<file path="src/hdl/text_console_cursor_controller_unit_defines.svh">
// ----------------------------------------------------------------------------
// Console cursor controller assertion macros
// Shared property forms for the checks at the end of the top level.
// ----------------------------------------------------------------------------
`ifndef TEXT_CONSOLE_CURSOR_CONTROLLER_UNIT_DEFINES_SVH
`define TEXT_CONSOLE_CURSOR_CONTROLLER_UNIT_DEFINES_SVH

// Condition must hold at every clock edge outside reset
`define TCCC_ASSERT_ALWAYS(lbl, cond, msg) \
   lbl: assert property (@(posedge clock) disable iff (reset) (cond)) else $error(msg);

// Antecedent in a cycle implies consequent in the next
`define TCCC_ASSERT_NEXT(lbl, ante, cons, msg) \
   lbl: assert property (@(posedge clock) disable iff (reset) (ante) |=> (cons)) \
      else $error(msg);

`endif

</file>
<file path="src/hdl/tccc_pkg.sv">
// ----------------------------------------------------------------------------
// Console cursor controller package
// Codes, character constants and the result queue entry type.
// ----------------------------------------------------------------------------
package tccc_pkg;

   // Request actions
   localparam logic [1:0] ACT_PUT_CHAR   = 2'd0;
   localparam logic [1:0] ACT_SET_CURSOR = 2'd1;
   localparam logic [1:0] ACT_CLEAR      = 2'd2;
   localparam logic [1:0] ACT_RESERVED   = 2'd3;

   // Result commands
   typedef enum logic [1:0] {
      CMD_NONE   = 2'd0,
      CMD_DRAW   = 2'd1,
      CMD_SCROLL = 2'd2,
      CMD_CLEAR  = 2'd3
   } command_type;

   // Control characters
   localparam logic [7:0] CHAR_NEWLINE   = 8'h0A;
   localparam logic [7:0] CHAR_RETURN    = 8'h0D;
   localparam logic [7:0] CHAR_TAB       = 8'h09;
   localparam logic [7:0] CHAR_BACKSPACE = 8'h08;
   localparam logic [7:0] CHAR_SPACE     = 8'h20;

   // Tab stops fall on multiples of four
   localparam logic [8:0] TAB_STEP = 9'd4;
   localparam logic [8:0] TAB_MASK = ~9'd3;

   // Grid limits
   localparam logic [8:0] GRID_MIN = 9'd1;
   localparam logic [8:0] GRID_MAX = 9'd256;

   // Configuration register indexes
   localparam logic [1:0] REG_COLUMNS = 2'd0;
   localparam logic [1:0] REG_ROWS    = 2'd1;
   localparam logic [1:0] REG_FG      = 2'd2;
   localparam logic [1:0] REG_BG      = 2'd3;

   // Register reset values
   localparam logic [8:0]  COLUMNS_RESET = 9'd80;
   localparam logic [8:0]  ROWS_RESET    = 9'd25;
   localparam logic [31:0] FG_RESET      = 32'h0000_0000;
   localparam logic [31:0] BG_RESET      = 32'h00FF_FFFF;

   // Result queue: room for two transactions' worth of results
   localparam int FIFO_DEPTH = 4;
   localparam int PTR_W      = $clog2(FIFO_DEPTH);
   localparam int CNT_W      = PTR_W + 1;

   // One result transaction
   typedef struct packed {
      command_type command;
      logic [7:0]  glyph;
      logic [7:0]  cell_col;
      logic [7:0]  cell_row;
      logic [31:0] draw_fg;
      logic [31:0] draw_bg;
      logic        echo_valid;
      logic [7:0]  echo_byte;
      logic [7:0]  cursor_col_now;
      logic [7:0]  cursor_row_now;
      logic        last;
   } rsp_entry_type;

endpackage

</file>
<file path="src/hdl/text_console_cursor_controller_unit.sv">
// ----------------------------------------------------------------------------
// Text console cursor controller
// Tracks the cursor on a text grid and turns put-character, set-cursor and
// clear requests into draw, scroll and clear commands.
// ----------------------------------------------------------------------------
// Usage:
//   req_* carries one request per transaction (action, character, target
//   position); it is taken when req_valid is high and req_stall is low.
//   rsp_* carries the resulting commands, one or two per request, with
//   rsp_last marking the final one; it moves when rsp_valid is high and
//   rsp_stall is low. csr_* writes the grid size and colours while idle;
//   the user must keep to that, as the block does not enforce it. The
//   whole cursor update is done in the cycle a request is taken and its
//   results are written into a four-entry result queue, from whose head
//   they are offered. Throughput is one request per cycle for single-result
//   requests while req_stall is low; a put character that both draws and
//   scrolls yields two results, so the output port sets the sustained rate.
//   req_stall rises only when the queue has fewer than two free entries; it
//   does not follow rsp_stall combinationally, so requests keep flowing
//   while a finished result waits to be taken.
//   Reset (synchronous) empties the queue, puts the cursor at the top left
//   and restores an 80 by 25 grid with black on white colours.
// ----------------------------------------------------------------------------
`include "text_console_cursor_controller_unit_defines.svh"

module text_console_cursor_controller_unit
   import tccc_pkg::*;
(
   input  logic               clock,
   input  logic               reset,
   // Configuration write port
   input  logic               csr_wr_en,
   input  logic [1:0]         csr_index,
   input  logic [31:0]        csr_wdata,
   // Request channel
   input  logic               req_valid,
   output logic               req_stall,
   input  logic [1:0]         req_action,
   input  logic [7:0]         req_char_code,
   input  logic signed [15:0] req_target_col,
   input  logic signed [15:0] req_target_row,
   // Result channel
   output logic               rsp_valid,
   input  logic               rsp_stall,
   output logic [1:0]         rsp_command,
   output logic [7:0]         rsp_glyph,
   output logic [7:0]         rsp_cell_col,
   output logic [7:0]         rsp_cell_row,
   output logic [31:0]        rsp_draw_fg,
   output logic [31:0]        rsp_draw_bg,
   output logic               rsp_echo_valid,
   output logic [7:0]         rsp_echo_byte,
   output logic [7:0]         rsp_cursor_col_now,
   output logic [7:0]         rsp_cursor_row_now,
   output logic               rsp_last
);

   // Configuration registers
   logic [8:0]  columns_ff;
   logic [8:0]  rows_ff;
   logic [31:0] fg_ff;
   logic [31:0] bg_ff;

   // Cursor state
   logic [7:0] cursor_col_ff, cursor_col_in;
   logic [7:0] cursor_row_ff, cursor_row_in;

   // Result queue
   rsp_entry_type         fifo_ff [FIFO_DEPTH];
   logic [PTR_W-1:0]      wr_ptr_ff, wr_ptr_in;
   logic [PTR_W-1:0]      rd_ptr_ff, rd_ptr_in;
   logic [CNT_W-1:0]      count_ff, count_in;

   logic          req_fire;
   logic          rsp_fire;
   logic [8:0]    ncols;
   logic [8:0]    nrows;
   rsp_entry_type first_entry;
   rsp_entry_type second_entry;
   logic          push_two;
   rsp_entry_type head;

   // Check terms
   logic          clear_fire;
   logic          put_fire;
   logic          cursor_home;
   logic          cursor_on_grid;

   // Clamp a requested position onto a grid of n cells
   function automatic logic [7:0] clamp_pos(input logic signed [15:0] v,
                                            input logic [8:0] n);
      logic [8:0] n_m1;
      n_m1 = n - 9'd1;
      if (v[15])
         clamp_pos = 8'd0;
      else if ({1'b0, v[14:0]} >= {7'd0, n})
         clamp_pos = n_m1[7:0];
      else
         clamp_pos = v[7:0];
   endfunction

   // Zero and oversize grid values are pulled into range
   function automatic logic [8:0] grid_size(input logic [8:0] v);
      if (v == 9'd0)
         grid_size = GRID_MIN;
      else if (v > GRID_MAX)
         grid_size = GRID_MAX;
      else
         grid_size = v;
   endfunction

   assign ncols = grid_size(columns_ff);
   assign nrows = grid_size(rows_ff);

   // Handshakes: take a request only with room for two results
   assign req_stall = (count_ff > CNT_W'(FIFO_DEPTH - 2));
   assign req_fire  = req_valid && !req_stall;
   assign rsp_valid = (count_ff != '0);
   assign rsp_fire  = rsp_valid && !rsp_stall;

   // Configuration writes
   always_ff @(posedge clock) begin
      if (reset) begin
         columns_ff <= COLUMNS_RESET;
         rows_ff    <= ROWS_RESET;
         fg_ff      <= FG_RESET;
         bg_ff      <= BG_RESET;
      end else if (csr_wr_en) begin
         unique case (csr_index)
            REG_COLUMNS: columns_ff <= csr_wdata[8:0];
            REG_ROWS:    rows_ff    <= csr_wdata[8:0];
            REG_FG:      fg_ff      <= csr_wdata;
            REG_BG:      bg_ff      <= csr_wdata;
            default:     ;
         endcase
      end
   end

   // Cursor update and result building for the incoming request
   always_comb begin
      logic [8:0] col;
      logic [8:0] row;
      logic       drew;
      logic       scrolled;
      logic [7:0] dglyph;
      logic [8:0] rows_m1;

      col      = {1'b0, cursor_col_ff};
      row      = {1'b0, cursor_row_ff};
      drew     = 1'b0;
      scrolled = 1'b0;
      dglyph   = 8'd0;
      rows_m1  = nrows - 9'd1;
      push_two = 1'b0;
      first_entry  = '0;
      second_entry = '0;
      cursor_col_in = cursor_col_ff;
      cursor_row_in = cursor_row_ff;

      unique case (req_action)
         ACT_PUT_CHAR: begin
            // Control characters and glyph advance
            priority if (req_char_code == CHAR_NEWLINE) begin
               col = 9'd0;
               row = row + 9'd1;
            end else if (req_char_code == CHAR_RETURN) begin
               col = 9'd0;
            end else if (req_char_code == CHAR_TAB) begin
               col = (col + TAB_STEP) & TAB_MASK;
            end else if (req_char_code == CHAR_BACKSPACE) begin
               if (col != 9'd0) begin
                  col    = col - 9'd1;
                  drew   = 1'b1;
                  dglyph = CHAR_SPACE;
               end
            end else begin
               drew   = 1'b1;
               dglyph = req_char_code;
               col    = col + 9'd1;
            end
            // Line wrap, then scroll past the last line
            if (col >= ncols) begin
               col = 9'd0;
               row = row + 9'd1;
            end
            if (row >= nrows) begin
               row      = rows_m1;
               scrolled = 1'b1;
            end
            cursor_col_in = col[7:0];
            cursor_row_in = row[7:0];

            // Draw first (echo rides on it), scroll after
            if (drew) begin
               first_entry.command    = CMD_DRAW;
               first_entry.glyph      = dglyph;
               first_entry.cell_col   = (req_char_code == CHAR_BACKSPACE) ?
                                        cursor_col_ff - 8'd1 : cursor_col_ff;
               first_entry.cell_row   = cursor_row_ff;
               first_entry.draw_fg    = fg_ff;
               first_entry.draw_bg    = bg_ff;
               first_entry.echo_valid = 1'b1;
               first_entry.echo_byte  = req_char_code;
               if (scrolled) begin
                  push_two                = 1'b1;
                  second_entry.command    = CMD_SCROLL;
                  second_entry.cell_row   = rows_m1[7:0];
                  second_entry.draw_bg    = bg_ff;
               end
            end else if (scrolled) begin
               first_entry.command    = CMD_SCROLL;
               first_entry.cell_row   = rows_m1[7:0];
               first_entry.draw_bg    = bg_ff;
               first_entry.echo_valid = 1'b1;
               first_entry.echo_byte  = req_char_code;
            end else begin
               first_entry.command    = CMD_NONE;
               first_entry.echo_valid = 1'b1;
               first_entry.echo_byte  = req_char_code;
            end
         end
         ACT_SET_CURSOR: begin
            cursor_col_in = clamp_pos(req_target_col, ncols);
            cursor_row_in = clamp_pos(req_target_row, nrows);
            first_entry.command = CMD_NONE;
         end
         ACT_CLEAR: begin
            cursor_col_in = 8'd0;
            cursor_row_in = 8'd0;
            first_entry.command = CMD_CLEAR;
            first_entry.draw_bg = bg_ff;
         end
         ACT_RESERVED: begin
            first_entry.command = CMD_NONE;
         end
         default: ;
      endcase

      // Cursor position after the whole request, last marks the final result
      first_entry.cursor_col_now  = cursor_col_in;
      first_entry.cursor_row_now  = cursor_row_in;
      first_entry.last            = !push_two;
      second_entry.cursor_col_now = cursor_col_in;
      second_entry.cursor_row_now = cursor_row_in;
      second_entry.last           = 1'b1;
   end

   // Queue pointer and occupancy update
   always_comb begin
      wr_ptr_in = wr_ptr_ff;
      rd_ptr_in = rd_ptr_ff;
      count_in  = count_ff;
      if (req_fire) begin
         wr_ptr_in = wr_ptr_ff + (push_two ? PTR_W'(2) : PTR_W'(1));
         count_in  = count_in + (push_two ? CNT_W'(2) : CNT_W'(1));
      end
      if (rsp_fire) begin
         rd_ptr_in = rd_ptr_ff + PTR_W'(1);
         count_in  = count_in - CNT_W'(1);
      end
   end

   // Control state
   always_ff @(posedge clock) begin
      if (reset) begin
         cursor_col_ff <= 8'd0;
         cursor_row_ff <= 8'd0;
         wr_ptr_ff     <= '0;
         rd_ptr_ff     <= '0;
         count_ff      <= '0;
      end else begin
         if (req_fire) begin
            cursor_col_ff <= cursor_col_in;
            cursor_row_ff <= cursor_row_in;
         end
         wr_ptr_ff <= wr_ptr_in;
         rd_ptr_ff <= rd_ptr_in;
         count_ff  <= count_in;
      end
   end

   // Queue storage
   always_ff @(posedge clock) begin
      if (req_fire) begin
         fifo_ff[wr_ptr_ff] <= first_entry;
         if (push_two)
            fifo_ff[wr_ptr_ff + PTR_W'(1)] <= second_entry;
      end
   end

   // Result port
   assign head               = fifo_ff[rd_ptr_ff];
   assign rsp_command        = head.command;
   assign rsp_glyph          = head.glyph;
   assign rsp_cell_col       = head.cell_col;
   assign rsp_cell_row       = head.cell_row;
   assign rsp_draw_fg        = head.draw_fg;
   assign rsp_draw_bg        = head.draw_bg;
   assign rsp_echo_valid     = head.echo_valid;
   assign rsp_echo_byte      = head.echo_byte;
   assign rsp_cursor_col_now = head.cursor_col_now;
   assign rsp_cursor_row_now = head.cursor_row_now;
   assign rsp_last           = head.last;

   // Terms used by the checks
   assign clear_fire     = req_fire && (req_action == ACT_CLEAR);
   assign put_fire       = req_fire && (req_action == ACT_PUT_CHAR) && !csr_wr_en;
   assign cursor_home    = (cursor_col_ff == 8'd0) && (cursor_row_ff == 8'd0);
   assign cursor_on_grid = ({1'b0, cursor_col_ff} < ncols) &&
                           ({1'b0, cursor_row_ff} < nrows);

   // Checks
   `TCCC_ASSERT_ALWAYS(a_count_bound, count_ff <= CNT_W'(FIFO_DEPTH), "result queue overflow")
   `TCCC_ASSERT_NEXT(a_clear_home, clear_fire, cursor_home, "clear did not home the cursor")
   `TCCC_ASSERT_NEXT(a_put_on_grid, put_fire, cursor_on_grid, "cursor left the grid")

endmodule

</file>
<file path="config.mk">
export PLATFORM = sky130hd
export DESIGN_NAME = text_console_cursor_controller_unit
export DESIGN_NICKNAME = d
export VERILOG_FILES = /design/src/hdl/tccc_pkg.sv /design/src/hdl/text_console_cursor_controller_unit.sv
export VERILOG_INCLUDE_DIRS = /design/src /design/src/hdl
export SDC_FILE = /design/constraint.sdc
export NUM_CORES = 1
export LEC_CHECK = 0
export BUFFER_PORTS_ARGS = -buffer_cell sky130_fd_sc_hd__buf_2
export CORE_AREA = 2 2 278 280
export CTS_BUF_LIST = sky130_fd_sc_hd__clkbuf_2 sky130_fd_sc_hd__clkbuf_4 sky130_fd_sc_hd__clkbuf_8
export DETAILED_ROUTE_END_ITERATION = 16
export DIE_AREA = 0 0 280 282
export PLACE_DENSITY = 0.5
export REMOVE_ABC_BUFFERS = 1
export SYNTH_ARGS = -nofsm -noshare
export SYNTH_HDL_FRONTEND = slang
export SYNTH_SLANG_ARGS = --single-unit
export TNS_END_PERCENT = 20
</file>
<file path="constraint.sdc">
create_clock -name clock -period 7.6 [get_ports clock]
set_input_delay 1.9 -clock clock [delete_from_list [all_inputs] [get_ports clock]]
set_output_delay 1.9 -clock clock [all_outputs]
set_load 0.05 [all_outputs]
</file>
==> flow_summary.json <==
{
  "synth-seq-cells": 571,
  "stdcell_area_mm2": 0.0310,
  "first_global_vias": 20900,
  "placed_cells": 3609,
  "vias_per_cell": 5.52,
  "layout.core_utilization": 0.409,
  "design.portCount": 199,
  "final_hold_viol_count": 0,
  "cts-root-buf": "clkbuf_8",
  "wl_um": 88600,
  "max-vdd-ir-drop_mv": 0.144,
  "critPathTopFamily": "compound AO/OA/AOI/OAI gates",
  "min_period_over_period": 0.951,
  "postLayoutSetupSlackWorst_ps": 375,
  "grtUsageMet3": 0.0383,
  "syn_to_final_growth_pct": 17.6,
  "synthesis.instances": 2530,
  "floorplan.initialDensity": 0.348,
  "drt_first_pass_iters": 5,
  "dp.final_hpwl_um": 57500,
  "grt_pass1_wl_um": 132000,
  "detail_route.wl_per_cell_um": 23.4,
  "cellPowerDensity_mw_per_mm2": 347,
  "slew-limit-headroom": 0.242,
  "clock.fmax_ghz": 0.138,
  "global_route.usage.met1": 0.295,
  "synth_seq_area_share": 0.521,
  "die-height_um": 282,
  "gp_congestion": 0.896,
  "core-area_mm2": 0.0757,
  "grt_overflow": 0,
  "report.final.setup_viol": 0,
  "postPlaceCellArea_mm2": 0.0289,
  "timing.final.crit_period_ps": 7220,
  "yosysWarnings": 0,
  "cts_setup_buffers": 0,
  "worst_clock_skew_ps": 45.4,
  "clock_tree_buf_depth": 3,
  "synth_area_per_cell_um2": 10.4,
  "dr_total_vias": 20900,
  "yosys.cell_types.count": 98,
  "path_buf_inv": 6,
  "timing.critical_path.slowest_stage_cell": "or4_4",
  "die_w_um": 280,
  "tns_ps": 0,
  "critPathMaxStageDelay_ps": 580,
  "dr.first_iter.drc_count": 1510,
  "fp-row-count": 101,
  "synth-edff-count": 228,
  "htree_levels": 3,
  "ys_dominant_reg_cell": "dfxtp_1",
  "number_of_buffers_inserted_for_hold_repair_after_clock_tree_synthesis": 0,
  "worst_slew_pin_slew_ps": 1130,
  "cts.repair.resized": 0,
  "fp.dieArea_mm2": 0.0790,
  "timing.setup.critical_path_class": "primary input to flip-flop",
  "p_leak_nw": 11.4,
  "clock_latency_ps": 720,
  "clock_tree_from_tritoncts": "yes",
  "overall_global_routing_resource_usage": 0.222,
  "antenna_violations_before_repair": 9,
  "cts.sink_count": 571,
  "largest_net_degree_at_the_start_of_global_routing": 67,
  "asyncSetResetFlopFracSynth": 0,
  "dp_worst_slack_ps": -314,
  "max-cap-violations": 0,
  "buffer_ports.inserted": 198,
  "final_cell_count_no_fill": 3784,
  "worst_setup_path_end_kind": "flip-flop",
  "worst_path_most_repeated_cell": "ha_1",
  "hold_class": "flip-flop to flip-flop",
  "tritoncts_buffer_count": 96,
  "arrival_ps": 7860,
  "detail-route-antenna-nets": 0,
  "worst-endpoint-required_ps": 8240,
  "outcome": "finished clean",
  "clock_transition_at_the_register_clock_pins_on_the_worst_setup_and_hold_paths_after_cts_ps": 60,
  "synth.cell_area_mm2": 0.0263,
  "drive_gt1_frac": 0.239,
  "worstPathMaxFanout": 10,
  "grt_busiest_layer": "met2",
  "layout.filler_cells": 7348,
  "grt.met2_usage": 0.362,
  "worst_setup_sp_type": "primary input",
  "number_of_nets_in_the_layout": 2860,
  "drv_slew": 0,
  "drc": 0,
  "unrepaired_setup_endpoints_after_global_routing": "no"
}
## cell type report
type / count / area [um2] / area share
Sequential cell: 571 / 13700 / 0.443
Multi-Input combinational cell: 1710 / 11700 / 0.379
Timing Repair Buffer: 310 / 2050 / 0.0661
Clock buffer: 156 / 1860 / 0.0601
Tap cell: 978 / 1220 / 0.0395
Clock inverter: 17 / 220 / 0.00711
Inverter: 40 / 150 / 0.00485
Antenna cell: 2 / 5.00 / 0.000162
## synth_stat cells (all sizes together), types with 20 or more instances
master | count | area share
nand3 | 193 | 0.037
a22o | 40 | 0.013
nand3b | 30 | 0.0086
mux4 | 116 | 0.099
inv | 39 | 0.0056
a21oi | 134 | 0.026
nor3 | 30 | 0.0069
edfxtp | 228 | 0.26
ha | 49 | 0.023
o21ai | 182 | 0.035
a211oi | 20 | 0.0065
buf | 61 | 0.011
nor2 | 284 | 0.041
dfxtp | 343 | 0.26
nand2b | 39 | 0.0093
nand2 | 305 | 0.044
clkbuf | 148 | 0.021
## logic make-up (layout without fill, tap and decap cells)
kind of cell	Yosys count	after routing	synth area share
and+or+nand+nor	977	977	0.173
DFF	571	571	0.521
other	0	2	0
AOI/OAI and AO/OA	516	516	0.126
muxes	137	137	0.108
xor gates and xnor gates	30	30	0.0103
adders and majority gates	50	50	0.0241
buffers and inverters	249	523	0.0378
## power by group
group / leakage [nW] / internal (mW) / switching (mW)
combinational: 5.20 / 1.20 / 2.55
sequential: 5.11 / 3.70 / 0.329
clock: 1.10 / 1.68 / 1.28
total: 11.4 / 6.59 / 4.16
## through the flow
| stage | hold WS [ps] | power (mW) |
|---|---|---|
| finish | 448 | 10.7 |
| global route | 471 | 11.2 |
| CTS | 452 | 10.9 |
| detailed placement | 440 | 7.89 |
| global placement | 431 | 7.85 |
| floorplan | 421 | 6.57 |
## flip-flops by register name, indices dropped and copies added (netlist names), named ones only
| name | cells |
|---|---|
| bg_ff | 32 |
| columns_ff | 9 |
| count_ff | 3 |
| cursor_col_ff | 8 |
| cursor_row_ff | 8 |
| fg_ff | 32 |
| fifo_ff | 464 |
| rd_ptr_ff | 2 |
| rows_ff | 9 |
| wr_ptr_ff | 2 |
## cell usage in the layout (no fill, tap or decap), types with 8 or more instances in the layout
cell / count
a211oi_1: 15
a21o_1: 10
a21oi_1: 127
a22o_1: 40
a32o_1: 8
buf_12: 17
buf_2: 197
buf_4: 96
clkbuf_4: 46
clkbuf_8: 110
dfxtp_1: 341
edfxtp_1: 228
ha_1: 49
inv_1: 35
mux2i_1: 16
mux4_2: 116
nand2_1: 303
nand2b_1: 39
nand3_1: 190
nand3b_1: 30
nand4_1: 8
nor2_1: 279
nor3_1: 25
nor4_1: 17
o21a_1: 12
o21ai_0: 177
o22ai_1: 18
o31ai_1: 13
or2_2: 9
or3_1: 11
xnor2_1: 16
xor2_1: 13
## path summary, 6_finish.rpt
| kind | cells after the start | slack, ps | endpoint | from |
|---|---|---|---|---|
| max | 27 | 380 | count_ff[1] | req_char_code[4] |
| min | 1 | 450 | fifo_ff[3][25] | fifo_ff[3][25] |
| max reg2reg | 25 | 1150 | count_ff[1] | cursor_col_ff[0] |
| min reg2reg | 1 | 450 | fifo_ff[3][25] | fifo_ff[3][25] |
## metal layers
metal / share of wire / wire [um]
met5: 0.00054 / 48
met4: 0.031 / 2780
met3: 0.069 / 6090
met2: 0.46 / 41100
met1: 0.44 / 38600
## worst register-to-register path: stages (launching register included)
cell	delay (ps)
dfxtp_1	450
or3_1	500
or4b_1	570
a221o_1	380
o311a_1	150
ha_1	310
and4_1	240
o211ai_1	100
o211ai_1	310
o211ai_2	150
or3_4	400
and2_1	170
ha_1	290
a21oi_1	60
o21ai_0	220
a31oi_1	130
a211oi_1	340
inv_1	100
ha_1	190
inv_1	70
fa_1	430
nor2_1	110
a21oi_1	80
ha_1	310
mux2_2	260
nor2_1	80
(Power assumes the default switching activity.)
